### config.mk
export PLATFORM = sky130hd
export DESIGN_NAME = waveform_column_peak_bars
export DESIGN_NICKNAME = d
export VERILOG_FILES = /design/src/rtl/wcpb_pkg.sv /design/src/rtl/wcpb_cfg.sv /design/src/rtl/wcpb_div.sv /design/src/rtl/wcpb_reload.sv /design/src/rtl/wcpb_datapath.sv /design/src/rtl/waveform_column_peak_bars.sv
export SDC_FILE = /design/constraint.sdc
export NUM_CORES = 2
export LEC_CHECK = 0
export BUFFER_PORTS_ARGS = -buffer_cell sky130_fd_sc_hd__buf_4
export CORE_UTILIZATION = 30
export CTS_CLUSTER_SIZE = 16
export DETAILED_ROUTE_END_ITERATION = 7
export PLACE_DENSITY_LB_ADDON = 0.3
export SLEW_MARGIN = 40
export SYNTH_ARGS = -nofsm -noshare
export SYNTH_HDL_FRONTEND = slang
export SYNTH_SLANG_ARGS = --single-unit
### constraint.sdc
create_clock -name clk_i -period 10.13 [get_ports clk_i]
set_input_delay 1.5195 -clock clk_i [delete_from_list [all_inputs] [get_ports clk_i]]
set_output_delay 1.5195 -clock clk_i [all_outputs]
set_load 0.005 [all_outputs]
### src/rtl/wcpb_pkg.sv
`default_nettype none

package wcpb_pkg;

  // Sizing of the sample path and of the column and channel counters.
  localparam int SAMPLE_BITS  = 16;
  localparam int MAX_COLUMNS  = 4096;
  localparam int MAX_CHANNELS = 16;

  localparam int FRAME_W    = 32;
  localparam int COL_W      = $clog2(MAX_COLUMNS);
  localparam int CCOUNT_W   = COL_W + 1;
  localparam int CHAN_W     = $clog2(MAX_CHANNELS);
  localparam int CTOT_W     = CHAN_W + 1;
  localparam int ORIGIN_W   = 16;
  localparam int CWIDTH_W   = 12;
  localparam int HEIGHT_W   = 12;
  localparam int CFG_DATA_W = 32;
  localparam int CFG_IDX_W  = 3;

  // Boundary numerator (column+1)*frames and its quotient.
  localparam int NUM_W     = FRAME_W + CCOUNT_W;
  localparam int BOUND_W   = FRAME_W + 1;
  localparam int DIV_CNT_W = $clog2(NUM_W + 1);

  // Bar geometry.
  localparam int DIFF_W = SAMPLE_BITS + 1;
  localparam int SHIFT  = SAMPLE_BITS - 4;
  localparam int PIX_W  = 16;
  localparam int LEFT_W = 25;

  typedef logic signed [SAMPLE_BITS-1:0] sample_t;

  localparam sample_t SAMPLE_MAX = {1'b0, {(SAMPLE_BITS-1){1'b1}}};
  localparam sample_t SAMPLE_MIN = {1'b1, {(SAMPLE_BITS-1){1'b0}}};
  localparam logic [DIFF_W-1:0] SAMPLE_ONE = {2'b01, {(SAMPLE_BITS-1){1'b0}}};

  // Register indexes of the configuration port.
  typedef enum logic [CFG_IDX_W-1:0] {
    REG_FRAME_COUNT    = 3'd0,
    REG_COLUMN_COUNT   = 3'd1,
    REG_CHANNEL_SELECT = 3'd2,
    REG_CHANNEL_TOTAL  = 3'd3,
    REG_LEFT_ORIGIN    = 3'd4,
    REG_COLUMN_WIDTH   = 3'd5,
    REG_AREA_HEIGHT    = 3'd6
  } reg_idx_e;

  // Boundary reload sequencer.
  typedef enum logic [2:0] {
    RL_IDLE,
    RL_RATE_START,
    RL_RATE_WAIT,
    RL_BOUND_START,
    RL_BOUND_WAIT
  } reload_state_e;

  // Effective configuration after saturation and clamping.
  typedef struct packed {
    logic [FRAME_W-1:0]  frames;
    logic [CCOUNT_W-1:0] columns;
    logic [CTOT_W-1:0]   channels;
    logic [CHAN_W-1:0]   chan_sel;
    logic [ORIGIN_W-1:0] left_origin;
    logic [CWIDTH_W-1:0] column_width;
    logic [HEIGHT_W-1:0] area_height;
  } cfg_t;

  // Frames per column as quotient and remainder.
  typedef struct packed {
    logic [FRAME_W-1:0] quo;
    logic [COL_W-1:0]   rem;
  } rate_t;

  // Reloaded window boundary.
  typedef struct packed {
    logic               load;
    logic [BOUND_W-1:0] quo;
    logic [COL_W-1:0]   rem;
  } bound_load_t;

  // Datapath state seen by the reload sequencer.
  typedef struct packed {
    logic [COL_W-1:0] column;
    logic [COL_W-1:0] boundary_rem;
  } dp_status_t;

endpackage

`default_nettype wire

### src/rtl/wcpb_cfg.sv
`default_nettype none

module wcpb_cfg (
  input  wire                               clk_i,
  input  wire                               rst_ni,
  input  wire                               cfg_we_i,
  input  wire  [wcpb_pkg::CFG_IDX_W-1:0]    cfg_idx_i,
  input  wire  [wcpb_pkg::CFG_DATA_W-1:0]   cfg_wdata_i,
  output wcpb_pkg::cfg_t                    cfg_o,
  output logic                              written_o
);
  import wcpb_pkg::*;

  logic [FRAME_W-1:0]  frame_count_q;
  logic [CCOUNT_W-1:0] column_count_q;
  logic [CHAN_W-1:0]   channel_select_q;
  logic [CTOT_W-1:0]   channel_total_q;
  logic [ORIGIN_W-1:0] left_origin_q;
  logic [CWIDTH_W-1:0] column_width_q;
  logic [HEIGHT_W-1:0] area_height_q;

  logic [FRAME_W-1:0]  frames_eff;
  logic [CCOUNT_W-1:0] cols_sat;
  logic [CCOUNT_W-1:0] cols_eff;
  logic [CTOT_W-1:0]   total_eff;
  logic [CTOT_W-1:0]   total_m1;
  logic [CHAN_W-1:0]   sel_eff;

  // Register file, written one register per transfer.
  always_ff @(posedge clk_i or negedge rst_ni) begin
    if (!rst_ni) begin
      frame_count_q    <= FRAME_W'(1);
      column_count_q   <= CCOUNT_W'(1);
      channel_select_q <= '0;
      channel_total_q  <= CTOT_W'(1);
      left_origin_q    <= '0;
      column_width_q   <= CWIDTH_W'(16);
      area_height_q    <= HEIGHT_W'(256);
    end else if (cfg_we_i) begin
      case (cfg_idx_i)
        REG_FRAME_COUNT:    frame_count_q    <= cfg_wdata_i[FRAME_W-1:0];
        REG_COLUMN_COUNT:   column_count_q   <= cfg_wdata_i[CCOUNT_W-1:0];
        REG_CHANNEL_SELECT: channel_select_q <= cfg_wdata_i[CHAN_W-1:0];
        REG_CHANNEL_TOTAL:  channel_total_q  <= cfg_wdata_i[CTOT_W-1:0];
        REG_LEFT_ORIGIN:    left_origin_q    <= cfg_wdata_i[ORIGIN_W-1:0];
        REG_COLUMN_WIDTH:   column_width_q   <= cfg_wdata_i[CWIDTH_W-1:0];
        REG_AREA_HEIGHT:    area_height_q    <= cfg_wdata_i[HEIGHT_W-1:0];
        default: ;
      endcase
    end
  end

  // Only writes to existing registers restart the boundary reload.
  assign written_o = cfg_we_i && (cfg_idx_i <= REG_AREA_HEIGHT);

  // Saturate counts; a column count above the frame count is cut to it.
  always_comb begin
    frames_eff = (frame_count_q == '0) ? FRAME_W'(1) : frame_count_q;

    if (column_count_q == '0) begin
      cols_sat = CCOUNT_W'(1);
    end else if (column_count_q > CCOUNT_W'(MAX_COLUMNS)) begin
      cols_sat = CCOUNT_W'(MAX_COLUMNS);
    end else begin
      cols_sat = column_count_q;
    end

    if (FRAME_W'(cols_sat) > frames_eff) begin
      cols_eff = frames_eff[CCOUNT_W-1:0];
    end else begin
      cols_eff = cols_sat;
    end

    if (channel_total_q == '0) begin
      total_eff = CTOT_W'(1);
    end else if (channel_total_q > CTOT_W'(MAX_CHANNELS)) begin
      total_eff = CTOT_W'(MAX_CHANNELS);
    end else begin
      total_eff = channel_total_q;
    end

    // A channel that is not present falls back to the last one.
    total_m1 = total_eff - CTOT_W'(1);
    if (CTOT_W'(channel_select_q) < total_eff) begin
      sel_eff = channel_select_q;
    end else begin
      sel_eff = total_m1[CHAN_W-1:0];
    end
  end

  assign cfg_o.frames       = frames_eff;
  assign cfg_o.columns      = cols_eff;
  assign cfg_o.channels     = total_eff;
  assign cfg_o.chan_sel     = sel_eff;
  assign cfg_o.left_origin  = left_origin_q;
  assign cfg_o.column_width = column_width_q;
  assign cfg_o.area_height  = area_height_q;

endmodule

`default_nettype wire

### src/rtl/wcpb_div.sv
`default_nettype none

module wcpb_div (
  input  wire                               clk_i,
  input  wire                               rst_ni,
  input  wire                               start_i,
  input  wire  [wcpb_pkg::NUM_W-1:0]        dividend_i,
  input  wire  [wcpb_pkg::CCOUNT_W-1:0]     divisor_i,
  output logic                              done_o,
  output logic [wcpb_pkg::NUM_W-1:0]        quotient_o,
  output logic [wcpb_pkg::CCOUNT_W-1:0]     remainder_o
);
  import wcpb_pkg::*;

  logic [NUM_W-1:0]     work_q;
  logic [CCOUNT_W-1:0]  rem_q;
  logic [CCOUNT_W-1:0]  dvsr_q;
  logic [DIV_CNT_W-1:0] cnt_q;
  logic                 done_q;

  logic [CCOUNT_W:0]    trial;
  logic [CCOUNT_W:0]    diff;
  logic                 ge;
  logic [CCOUNT_W-1:0]  rem_next;

  // One restoring step: bring down the next dividend bit and try to subtract.
  always_comb begin
    trial    = {rem_q, work_q[NUM_W-1]};
    diff     = trial - {1'b0, dvsr_q};
    ge       = (trial >= {1'b0, dvsr_q});
    rem_next = ge ? diff[CCOUNT_W-1:0] : trial[CCOUNT_W-1:0];
  end

  // Step counter and completion pulse.
  always_ff @(posedge clk_i or negedge rst_ni) begin
    if (!rst_ni) begin
      cnt_q  <= '0;
      done_q <= 1'b0;
    end else if (start_i) begin
      cnt_q  <= DIV_CNT_W'(NUM_W);
      done_q <= 1'b0;
    end else if (cnt_q != '0) begin
      cnt_q  <= cnt_q - DIV_CNT_W'(1);
      done_q <= (cnt_q == DIV_CNT_W'(1));
    end else begin
      done_q <= 1'b0;
    end
  end

  // Quotient bits shift in as dividend bits shift out.
  always_ff @(posedge clk_i) begin
    if (start_i) begin
      work_q <= dividend_i;
      rem_q  <= '0;
      dvsr_q <= divisor_i;
    end else if (cnt_q != '0) begin
      work_q <= {work_q[NUM_W-2:0], ge};
      rem_q  <= rem_next;
    end
  end

  assign done_o      = done_q;
  assign quotient_o  = work_q;
  assign remainder_o = rem_q;

endmodule

`default_nettype wire

### src/rtl/wcpb_reload.sv
`default_nettype none

module wcpb_reload (
  input  wire                               clk_i,
  input  wire                               rst_ni,
  input  wire                               written_i,
  input  wire wcpb_pkg::cfg_t               cfg_i,
  input  wire wcpb_pkg::dp_status_t         status_i,
  output logic                              busy_o,
  output wcpb_pkg::rate_t                   rate_o,
  output wcpb_pkg::bound_load_t             bound_o
);
  import wcpb_pkg::*;

  reload_state_e state_q;
  reload_state_e state_d;

  logic [NUM_W-1:0]    num_q;
  rate_t               rate_q;

  logic                div_start;
  logic [NUM_W-1:0]    div_dividend;
  logic                div_done;
  logic [NUM_W-1:0]    div_quo;
  logic [CCOUNT_W-1:0] div_rem;
  logic                rate_capture;
  logic                bound_load;
  logic [CCOUNT_W-1:0] col_plus1;
  logic [NUM_W-1:0]    num_prod;

  // Shared serial divider, first for frames/columns, then for the boundary.
  wcpb_div u_div (
    .clk_i       (clk_i),
    .rst_ni      (rst_ni),
    .start_i     (div_start),
    .dividend_i  (div_dividend),
    .divisor_i   (cfg_i.columns),
    .done_o      (div_done),
    .quotient_o  (div_quo),
    .remainder_o (div_rem)
  );

  // Next state; any register write restarts the sequence.
  always_comb begin
    state_d = state_q;
    case (state_q)
      RL_IDLE:        state_d = RL_IDLE;
      RL_RATE_START:  state_d = RL_RATE_WAIT;
      RL_RATE_WAIT:   if (div_done) state_d = RL_BOUND_START;
      RL_BOUND_START: state_d = RL_BOUND_WAIT;
      RL_BOUND_WAIT:  if (div_done) state_d = RL_IDLE;
      default:        state_d = RL_IDLE;
    endcase
    if (written_i) begin
      state_d = RL_RATE_START;
    end
  end

  // Sequencer outputs.
  always_comb begin
    div_start    = 1'b0;
    div_dividend = NUM_W'(cfg_i.frames);
    rate_capture = 1'b0;
    bound_load   = 1'b0;
    case (state_q)
      RL_IDLE: ;
      RL_RATE_START: begin
        div_start = 1'b1;
      end
      RL_RATE_WAIT: begin
        rate_capture = div_done;
      end
      RL_BOUND_START: begin
        div_start    = 1'b1;
        div_dividend = num_q;
      end
      RL_BOUND_WAIT: begin
        bound_load = div_done;
      end
      default: ;
    endcase
  end

  always_ff @(posedge clk_i or negedge rst_ni) begin
    if (!rst_ni) begin
      state_q <= RL_IDLE;
    end else begin
      state_q <= state_d;
    end
  end

  // Boundary numerator (column+1)*frames, taken as the first division starts.
  assign col_plus1 = {1'b0, status_i.column} + CCOUNT_W'(1);
  assign num_prod  = col_plus1 * cfg_i.frames;

  always_ff @(posedge clk_i) begin
    if (state_q == RL_RATE_START) begin
      num_q <= num_prod;
    end
  end

  // Frames per column; reset matches one frame in one column.
  always_ff @(posedge clk_i or negedge rst_ni) begin
    if (!rst_ni) begin
      rate_q.quo <= FRAME_W'(1);
      rate_q.rem <= '0;
    end else if (rate_capture) begin
      rate_q.quo <= div_quo[FRAME_W-1:0];
      rate_q.rem <= div_rem[COL_W-1:0];
    end
  end

  // A boundary beyond any reachable frame saturates; it can never close.
  always_comb begin
    bound_o.load = bound_load;
    bound_o.rem  = div_rem[COL_W-1:0];
    if (|div_quo[NUM_W-1:BOUND_W]) begin
      bound_o.quo = '1;
    end else begin
      bound_o.quo = div_quo[BOUND_W-1:0];
    end
  end

  assign rate_o = rate_q;
  assign busy_o = (state_q != RL_IDLE);

endmodule

`default_nettype wire

### src/rtl/wcpb_datapath.sv
`default_nettype none

module wcpb_datapath (
  input  wire                               clk_i,
  input  wire                               rst_ni,
  input  wire wcpb_pkg::cfg_t               cfg_i,
  input  wire wcpb_pkg::rate_t              rate_i,
  input  wire wcpb_pkg::bound_load_t        bound_i,
  input  wire                               hold_i,
  input  wire                               sample_valid_i,
  output logic                              sample_stall_o,
  input  wire wcpb_pkg::sample_t            sample_i,
  output logic                              bar_valid_o,
  input  wire                               bar_stall_i,
  output logic [wcpb_pkg::COL_W-1:0]        column_index_o,
  output logic [wcpb_pkg::LEFT_W-1:0]       bar_left_o,
  output logic [wcpb_pkg::PIX_W-1:0]        bar_top_o,
  output logic [wcpb_pkg::PIX_W-1:0]        bar_height_o,
  output logic                              last_column_o,
  output wcpb_pkg::dp_status_t              status_o
);
  import wcpb_pkg::*;

  // Pipeline registers.
  logic                in_vld_q;
  sample_t             sample_q;
  logic                em_vld_q;
  logic [COL_W-1:0]    em_cp_q;
  sample_t             em_min_q;
  sample_t             em_max_q;
  logic                em_last_q;
  logic                out_vld_q;
  logic [COL_W-1:0]    out_col_q;
  logic [LEFT_W-1:0]   out_left_q;
  logic [PIX_W-1:0]    out_top_q;
  logic [PIX_W-1:0]    out_height_q;
  logic                out_last_q;

  // Pass state.
  logic [CHAN_W-1:0]   chan_pos_q;
  logic [FRAME_W-1:0]  fp_q;
  logic [COL_W-1:0]    cp_q;
  logic [BOUND_W-1:0]  bq_q;
  logic [COL_W-1:0]    br_q;
  sample_t             min_q;
  sample_t             max_q;

  logic                out_ready;
  logic                em_ready;
  logic                in_ready;
  logic                b_fire;
  logic                in_accept;

  logic [CTOT_W-1:0]   pos_inc;
  logic [CHAN_W-1:0]   chan_pos_next;
  logic                measured;
  sample_t             new_min;
  sample_t             new_max;
  logic [BOUND_W-1:0]  frame_inc;
  logic                hit;
  logic                emit;
  logic [CCOUNT_W-1:0] col_inc;
  logic                last;
  logic [COL_W:0]      br_sum;
  logic [COL_W:0]      br_wrap;
  logic                wrap;
  logic [COL_W-1:0]    br_next;
  logic [BOUND_W-1:0]  bq_next;

  logic [DIFF_W-1:0]            span_ext;
  logic [SAMPLE_BITS-1:0]       span;
  logic [DIFF_W-1:0]            headroom;
  logic [SAMPLE_BITS+HEIGHT_W-1:0] span_prod;
  logic [DIFF_W+HEIGHT_W-1:0]   top_prod;
  logic [PIX_W-1:0]             height_raw;
  logic [PIX_W-1:0]             height_val;
  logic [CWIDTH_W+COL_W-1:0]    left_prod;
  logic [LEFT_W-1:0]            left_val;

  // Handshake: each stage loads when empty or when its content moves on.
  assign out_ready      = !out_vld_q || !bar_stall_i;
  assign em_ready       = !em_vld_q || out_ready;
  assign b_fire         = in_vld_q && em_ready;
  assign in_ready       = !in_vld_q || em_ready;
  assign sample_stall_o = hold_i || !in_ready;
  assign in_accept      = sample_valid_i && !sample_stall_o;

  // Per-sample update: channel slot, extremes and window boundary test.
  always_comb begin
    pos_inc       = {1'b0, chan_pos_q} + CTOT_W'(1);
    chan_pos_next = (pos_inc >= cfg_i.channels) ? '0 : pos_inc[CHAN_W-1:0];
    measured      = (chan_pos_q == cfg_i.chan_sel);
    new_min       = (sample_q < min_q) ? sample_q : min_q;
    new_max       = (sample_q > max_q) ? sample_q : max_q;
    frame_inc     = {1'b0, fp_q} + BOUND_W'(1);
    hit           = (frame_inc >= bq_q);
    emit          = measured && hit;
    col_inc       = {1'b0, cp_q} + CCOUNT_W'(1);
    last          = (col_inc >= cfg_i.columns);
    // Next boundary: add frames/columns with a carry out of the remainder.
    br_sum        = {1'b0, br_q} + {1'b0, rate_i.rem};
    wrap          = (br_sum >= cfg_i.columns);
    br_wrap       = br_sum - cfg_i.columns;
    br_next       = wrap ? br_wrap[COL_W-1:0] : br_sum[COL_W-1:0];
    bq_next       = bq_q + BOUND_W'(rate_i.quo) + BOUND_W'(wrap);
  end

  // Input register.
  always_ff @(posedge clk_i or negedge rst_ni) begin
    if (!rst_ni) begin
      in_vld_q <= 1'b0;
    end else if (in_ready) begin
      in_vld_q <= in_accept;
    end
  end

  always_ff @(posedge clk_i) begin
    if (in_accept) begin
      sample_q <= sample_i;
    end
  end

  // Pass state; a reload from the sequencer replaces the boundary.
  always_ff @(posedge clk_i or negedge rst_ni) begin
    if (!rst_ni) begin
      chan_pos_q <= '0;
      fp_q       <= '0;
      cp_q       <= '0;
      bq_q       <= BOUND_W'(1);
      br_q       <= '0;
      min_q      <= SAMPLE_MAX;
      max_q      <= SAMPLE_MIN;
    end else if (bound_i.load) begin
      bq_q <= bound_i.quo;
      br_q <= bound_i.rem;
    end else if (b_fire) begin
      chan_pos_q <= chan_pos_next;
      if (measured) begin
        if (!hit) begin
          fp_q  <= frame_inc[FRAME_W-1:0];
          min_q <= new_min;
          max_q <= new_max;
        end else if (last) begin
          // End of pass: the frame, column and boundary counters restart.
          fp_q  <= '0;
          cp_q  <= '0;
          bq_q  <= BOUND_W'(rate_i.quo);
          br_q  <= rate_i.rem;
          min_q <= SAMPLE_MAX;
          max_q <= SAMPLE_MIN;
        end else begin
          // The closing sample also opens the next window.
          fp_q  <= frame_inc[FRAME_W-1:0];
          cp_q  <= col_inc[COL_W-1:0];
          bq_q  <= bq_next;
          br_q  <= br_next;
          min_q <= sample_q;
          max_q <= sample_q;
        end
      end
    end
  end

  // Window summary register.
  always_ff @(posedge clk_i or negedge rst_ni) begin
    if (!rst_ni) begin
      em_vld_q <= 1'b0;
    end else if (em_ready) begin
      em_vld_q <= b_fire && emit;
    end
  end

  always_ff @(posedge clk_i) begin
    if (b_fire && emit) begin
      em_cp_q   <= cp_q;
      em_min_q  <= new_min;
      em_max_q  <= new_max;
      em_last_q <= last;
    end
  end

  // Bar geometry from the window extremes.
  always_comb begin
    span_ext   = DIFF_W'(em_max_q) - DIFF_W'(em_min_q);
    span       = span_ext[SAMPLE_BITS-1:0];
    headroom   = SAMPLE_ONE - DIFF_W'(em_max_q);
    span_prod  = span * cfg_i.area_height;
    top_prod   = headroom * cfg_i.area_height;
    height_raw = span_prod[SHIFT +: PIX_W];
    height_val = (height_raw < PIX_W'(cfg_i.column_width)) ?
                 PIX_W'(cfg_i.column_width) : height_raw;
    left_prod  = cfg_i.column_width * em_cp_q;
    left_val   = LEFT_W'(cfg_i.left_origin) + LEFT_W'(left_prod);
  end

  // Output register.
  always_ff @(posedge clk_i or negedge rst_ni) begin
    if (!rst_ni) begin
      out_vld_q <= 1'b0;
    end else if (out_ready) begin
      out_vld_q <= em_vld_q;
    end
  end

  always_ff @(posedge clk_i) begin
    if (out_ready && em_vld_q) begin
      out_col_q    <= em_cp_q;
      out_left_q   <= left_val;
      out_top_q    <= top_prod[SHIFT +: PIX_W];
      out_height_q <= height_val;
      out_last_q   <= em_last_q;
    end
  end

  assign bar_valid_o    = out_vld_q;
  assign column_index_o = out_col_q;
  assign bar_left_o     = out_left_q;
  assign bar_top_o      = out_top_q;
  assign bar_height_o   = out_height_q;
  assign last_column_o  = out_last_q;

  assign status_o.column       = cp_q;
  assign status_o.boundary_rem = br_q;

endmodule

`default_nettype wire

### src/rtl/waveform_column_peak_bars.sv
// A window's closing sample enters the input register, its bar then the summary and output
// registers. Throughput: one sample per cycle unless writes, reloads or bar stalls hold it;
// the output register lets intake go on while a bar waits. A register write starts a
// boundary reload of two 45-step serial divisions on the shared divider, stalling samples.
// Reset (asynchronous, active low) restores the register defaults and starts a new pass
// without a reload.
`default_nettype none

module waveform_column_peak_bars (
  input  wire                               clk_i,
  input  wire                               rst_ni,
  input  wire                               cfg_we_i,
  input  wire  [wcpb_pkg::CFG_IDX_W-1:0]    cfg_idx_i,
  input  wire  [wcpb_pkg::CFG_DATA_W-1:0]   cfg_wdata_i,
  input  wire                               sample_valid_i,
  output logic                              sample_stall_o,
  input  wire wcpb_pkg::sample_t            sample_i,
  output logic                              bar_valid_o,
  input  wire                               bar_stall_i,
  output logic [wcpb_pkg::COL_W-1:0]        column_index_o,
  output logic [wcpb_pkg::LEFT_W-1:0]       bar_left_o,
  output logic [wcpb_pkg::PIX_W-1:0]        bar_top_o,
  output logic [wcpb_pkg::PIX_W-1:0]        bar_height_o,
  output logic                              last_column_o
);
  import wcpb_pkg::*;

  cfg_t        cfg;
  logic        written;
  logic        reload_busy;
  rate_t       rate;
  bound_load_t bound;
  dp_status_t  status;
  logic        hold;

  // Configuration registers and their effective values.
  wcpb_cfg u_cfg (
    .clk_i       (clk_i),
    .rst_ni      (rst_ni),
    .cfg_we_i    (cfg_we_i),
    .cfg_idx_i   (cfg_idx_i),
    .cfg_wdata_i (cfg_wdata_i),
    .cfg_o       (cfg),
    .written_o   (written)
  );

  // Boundary reload after a register write.
  wcpb_reload u_reload (
    .clk_i     (clk_i),
    .rst_ni    (rst_ni),
    .written_i (written),
    .cfg_i     (cfg),
    .status_i  (status),
    .busy_o    (reload_busy),
    .rate_o    (rate),
    .bound_o   (bound)
  );

  // Samples wait while registers change or a reload runs.
  assign hold = reload_busy || cfg_we_i;

  wcpb_datapath u_datapath (
    .clk_i          (clk_i),
    .rst_ni         (rst_ni),
    .cfg_i          (cfg),
    .rate_i         (rate),
    .bound_i        (bound),
    .hold_i         (hold),
    .sample_valid_i (sample_valid_i),
    .sample_stall_o (sample_stall_o),
    .sample_i       (sample_i),
    .bar_valid_o    (bar_valid_o),
    .bar_stall_i    (bar_stall_i),
    .column_index_o (column_index_o),
    .bar_left_o     (bar_left_o),
    .bar_top_o      (bar_top_o),
    .bar_height_o   (bar_height_o),
    .last_column_o  (last_column_o),
    .status_o       (status)
  );

  // No sample transfer may land while the boundary is being recomputed.
  a_no_transfer_in_reload: assert property (@(posedge clk_i) disable iff (!rst_ni)
    (sample_valid_i && !sample_stall_o) |-> !reload_busy)
    else $error("sample transfer during boundary reload");

  // Outside a reload the boundary remainder stays below the column count.
  a_rem_below_columns: assert property (@(posedge clk_i) disable iff (!rst_ni)
    !reload_busy |-> ({1'b0, status.boundary_rem} < cfg.columns))
    else $error("boundary remainder out of range");

  // Loading the boundary ends the reload unless another write arrives.
  a_reload_ends: assert property (@(posedge clk_i) disable iff (!rst_ni)
    (bound.load && !written) |=> !reload_busy)
    else $error("reload did not finish after boundary load");

endmodule

`default_nettype wire

# Word level (Yosys, flattened, before mapping)
# Index checks and enable logic that the tools add are counted.
# word_totals
register_bits,523
inputBits,56
word_cells,168
# op_classes
add_sub_neg,13
n_mul,4
n_lt_le_gt_ge,13
eq_ne,14
n_mux,45
bitwise_logic,1
n_reduce_logical,41
# ops
cell,n
2-to-1 mux 33 bit,6
2-to-1 mux 45 bit,3
2-to-1 mux 12 bit,8
2-to-1 mux 16 bit,6
2-to-1 mux 32 bit,3
2-to-1 mux 13 bit,4
multiplier 13 x 32 -> 45 bit,1
adder 32 x 1 -> 33 bit (second input constant),1
adder 33 x 1 -> 33 bit,1
adder 33 x 32 -> 33 bit,1
>= comparator 33 bit,1
greater-than comparator 13 x 32 -> 1 bit,1
logical NOT 32 bit,1
multiplier 16 x 12 -> 28 bit,1
multiplier 17 x 12 -> 28 bit,1
>= comparator 13 bit,2
adder 16 x 24 -> 25 bit,1
multiplier 12 x 12 -> 24 bit,1
AND reduction 2 bit,9
subtractor 16 x 17 -> 17 bit (first input constant),1
greater-than comparator 16 bit,1
less-than comparator 16 x 12 -> 1 bit,1
less-than comparator 16 bit,1
subtractor 16 bit,1
39 further kinds,74

# Longest topological paths before layout
# logic_depth
depth_word,12
mapped_depth,43
ltp_nobuf,41

# Modules after synthesis
# From an unflattened synthesis, not the netlist that was laid out.
# hier_totals
hier_cells,6155
area_unflattened_um2,59130.5
# by_module_without_submodules
module,instances,cells_per_inst,area_each_um2
wcpb_datapath,1,3650,33494.6
wcpb_reload,1,1819,17131.4
wcpb_cfg,1,370,4528.1
wcpb_div,1,315,3970.1
waveform_column_peak_bars,1,1,6.3

# Worst setup path after synthesis
# No wires, ideal clock.
# synth_path
path_type,reg-to-reg
start,register u_datapath.em_max_q[0]
end,register u_datapath.out_height_q[10] (netlist: u_datapath.bar_height_o[10]) (data pin)
setup_ps,260
arrival_time_ps,8964
required_ps,9870
path_slack_ps,906
path_stages_with_launch,42
n_path_buf,2
period_less_slack_ps,9224
cell_sequence,edfxtp_1 > inv_1 > ha_1 > inv_1 > fa_1 > a21o_1 > a21oi_1 > o21ai_0 > a21oi_1 > o21ai_0 > a21oi_1 > o21bai_1 > a21oi_1 > o21ai_0 > xor2_1 > clkbuf_1 > nand2_1 > fa_1 > [6 not listed] > inv_1 > ha_1 > a21o_1 > a21o_1 > nor3_1 > a21oi_1 > o221a_2 > o21a_1 > o21ai_0 > o31a_1 > ha_1 > a211o_1 > o21ai_0 > nor2_1 > a21oi_1 > nand4b_1 > buf_1 > mux2_2
# synth_between
elab_chain_len,4
# synth_rtl
element,line_no,text
from (decl),wcpb_datapath.sv:30,sample_t em_max_q;
from (signal assigned),wcpb_datapath.sv:177,em_max_q <= new_max;
subtractor 16 bit *,wcpb_datapath.sv:184,span_ext = DIFF_W'(em_max_q) - DIFF_W'(em_min_q);
multiplier 16 x 12 -> 28 bit *,wcpb_datapath.sv:187,span_prod = span * cfg_i.area_height;
less-than comparator 16 x 12 -> 1 bit,wcpb_datapath.sv:190,height_val = (height_raw < PIX_W'(cfg_i.column_width)) ?
2-to-1 mux 12 bit *,wcpb_datapath.sv:190,
via u_datapath.height_val[10],wcpb_datapath.sv:76,logic [PIX_W-1:0] height_val;
to (signal assigned),wcpb_datapath.sv:210,out_height_q <= height_val;
to (decl),wcpb_datapath.sv:36,logic [PIX_W-1:0] out_height_q;
# Mark *: on every way through the listed nets, which the timed path passes. The rest lies on a longest branch.
# A chain may end at the register's enable or synchronous reset.

# Final worst setup path
# layout_path
start,register u_datapath.em_max_q[0]
end,register u_datapath.out_height_q[9] (netlist: u_datapath.bar_height_o[9]) (data pin)
# The elaborated chain is that of the path after synthesis.

==> qor.yml <==
final_layout:
  drive_above_1_share_pct: 9.98
  finalCoreUtilization_pct: 33.9
  final_cell_area_mm2: 0.0638
  finalNetCount: 7281
  fillerInstances: 19200
  area_growth_pct: 11.6
outcome:
  status: "finished, final reports clean"
clock_tree:
  path_clk_slew_ns: 0.06
  clockBufferDepth: 3
  clock_latency_ns: 0.69
  tritoncts: "built"
  ctsHtreeMaxLevel: 3
  numCtsBuffers: 69
  ctsHoldBuffers: 0
  clkSinkCount: 523
  clockRootBuffer: "clkbuf_16"
sta:
  setup-violations-final: 0
  setup_slack_ns: 0.570
  slew_headroom_pct: 40.0
  slew_violations: 0
  finClkSkew_ns: 0.0459
  hold_viol: 0
  worst_slew_pin_slew_ns: 0.899
  fin_crit_ns: 9.56
  period_share_pct: 94.4
  rsz0062_at_grt: "false"
  max_freq_mhz: 105
  tns_ns: 0
pwr:
  power_mw: 14.6
  power.density_mw_per_mm2: 229
  ir_drop_mv: 0.385
  power_leakage_nw: 29.7
yosys:
  synthDistinctLibCells: 85
  ys.warnings.count: 0
  synth-main-ff-cell: "dfrtp_1"
  ys_ff_latch: 523
  synth_edf_count: 234
  syn_area_mm2: 0.0571
  async_flop_share_pct: 52.8
  synth_cells: 5969
  avgSynthCellArea_um2: 9.57
  ys_seq_area_share_pct: 24.9
  syn-num-nets: 7237
route:
  drc_errors: 0
  vias: 41400
  first_pass_iters: 5
  ant_nets: 0
  finalWirelength_um: 153000
  vias_per_cell: 4.84
  drt_iter0_markers: 2116
  wl_per_cell_um: 17.9
critical_path:
  path_max_fanout: 12
  cp_data_arrival_time_ns: 9.97
  critPathLaunchType: "flip-flop"
  cpMostUsedCell: "fa_1"
  worstPathRequired_ns: 10.54
  critPathKind: "reg -> reg"
  end_kind: "flip-flop"
  critPathMaxStageDelay_ns: 0.54
  slowest_stage: "fa_1"
grt:
  grt_pass1_wl_um: 247000
  grt-ovfl-total: 0
  grt_pass1_vias: 43900
  grt_usage_pct: 16.2
  grt_start_max_net_pins: 73
  antenna_found_initial: 2
floorplanning:
  fp-row-count: 159
  initial_utilization_pct: 30.3
  die_h_um: 438
  die_w_um: 438
  die-area_mm2: 0.192
  ios: 128
  core_area_mm2: 0.188
placement:
  dpl_cell_area_mm2: 0.0613
  dp_slack_ns: 0.268
  post-dp-hpwl_um: 117000
  gp_congestion: 0.823
  portBuffers: 127
hold_path:
  min_path_type: "reg -> reg"
flow_run:
  maxCapViolCount: 0
metrics by stage:
stage                     cells  hold slack (ns)
after floorplan            5969            0.400
after global placement     8431            0.415
after detailed placement   8434            0.426
after CTS                  8562            0.431
after global routing       8565            0.436
final                      8566            0.434
final timing paths:
| path | start | to | slack (ns) | cells after the start |
|---|---|---|---|---|
| max | u_datapath.em_max_q[0] | u_datapath.bar_height_o[9] | 0.57 | 39 |
| min | u_datapath.em_last_q | u_datapath.last_column_o | 0.43 | 0 |
| max reg2reg | u_datapath.em_max_q[0] | u_datapath.bar_height_o[9] | 0.57 | 39 |
| min in group asynchronous | rst_ni | u_datapath.max_q[5] | 0.77 | 1 |
| max in group asynchronous | rst_ni | u_cfg.frame_count_q[17] | 7.65 | 3 |
| min reg2reg | u_datapath.em_last_q | u_datapath.last_column_o | 0.43 | 0 |
kinds of logic after synthesis:
group                    synth area share (%)
buffers and inverters                    8.02
XOR/XNOR                                 3.31
AO/OA/AOI/OAI                            8.26
flip-flops                               24.9
AND/OR/NAND/NOR                          14.7
adder cells (fa/ha/maj)                  36.2
multiplexers                             4.56
final cells by class:
type,count,area (um^2),share of cell area (%)
multi-input cells,4234,38600,60.5
flip-flops and latches,523,14200,22.3
inverters,938,3520,5.52
well taps,2495,3120,4.89
repair buffers,247,1950,3.06
clock buffers,88,1880,2.95
clock inverters,40,484,0.759
diodes,1,2.50,0.00392
Yosys cell counts, types with 10 or more instances:
cell,number,area [um^2]
a211oi_1,24,180
a21boi_0,17,128
a21o_1,75,563
a21oi_1,177,886
a31oi_1,25,156
and2_1,209,1310
and3_1,47,294
and4_1,13,114
buf_2,15,75.1
clkbuf_1,251,942
dfrtp_1,253,6330
dfstp_2,23,604
dfxtp_1,13,260
edfxtp_1,234,7030
fa_1,738,14800
ha_1,474,5930
inv_1,932,3500
mux2_2,168,1890
mux2i_1,71,711
nand2_1,888,3330
nand2b_1,41,257
nand3_1,102,510
nand4_1,26,163
nor2_1,255,957
nor2b_1,89,557
nor3_1,73,365
nor4_1,24,150
o211ai_1,19,143
o21a_1,24,180
o21ai_0,169,846
o21ai_1,67,335
o21bai_1,20,150
o22ai_1,16,100
o31ai_1,19,143
o41ai_1,11,96.3
or2_2,10,62.6
or3_1,13,81.3
xnor2_1,146,1280
xor2_1,70,613
worst max-delay path: cells and delay by family, from the launching register on:
kind | cells | cell delay, ns
simple gates | 4 | 0.50
xor+xnor | 1 | 0.38
buf+inv | 6 | 0.52
compound gates | 18 | 3.47
flops | 1 | 0.38
fa+ha+maj | 9 | 3.74
mux | 1 | 0.29
flip-flops by register name, indices dropped and copies added (netlist names), 25 cells and up:
name	cells
u_cfg.frame_count_q	32
u_datapath.bar_left_o	25
u_datapath.bq_q	33
u_datapath.fp_q	32
u_reload.num_q	45
u_reload.rate_o	44
u_reload.u_div.quotient_o	45
per-layer routing:
layer	part of all wire, %	track usage, %	vias up
met5	0	0	-
met4	2.2	3.91	0
met3	3.5	1.96	183
met2	50	28.8	698
met1	44	20.8	21200
li1	-	-	19400
what timing repair did:
item / CTS / global route
endpoints found under the setup margin: 0 / 12
resized for setup: 0 / 6
buffers inserted: 0 / 0
layout by cell type (no fill, tap or decap), types with 166 or more instances in the layout:
cell        n
inv_1     931
nand2_1   887
fa_1      738
ha_1      473
nor2_1    252
dfrtp_1   251
buf_4     238
edfxtp_1  234
and2_1    209
a21oi_1   174
mux2_2    168
o21ai_0   166
where the power goes:
part / total [mW] / switching (mW) / leakage [nW] / internal (mW)
Sequential: 3.18 / 0.318 / 5.82 / 2.86
Clock: 2.59 / 1.06 / 1.15 / 1.54
Combinational: 8.83 / 4.90 / 22.7 / 3.93
Total: 14.6 / 6.28 / 29.7 / 8.32
(Power assumes the default switching activity.)
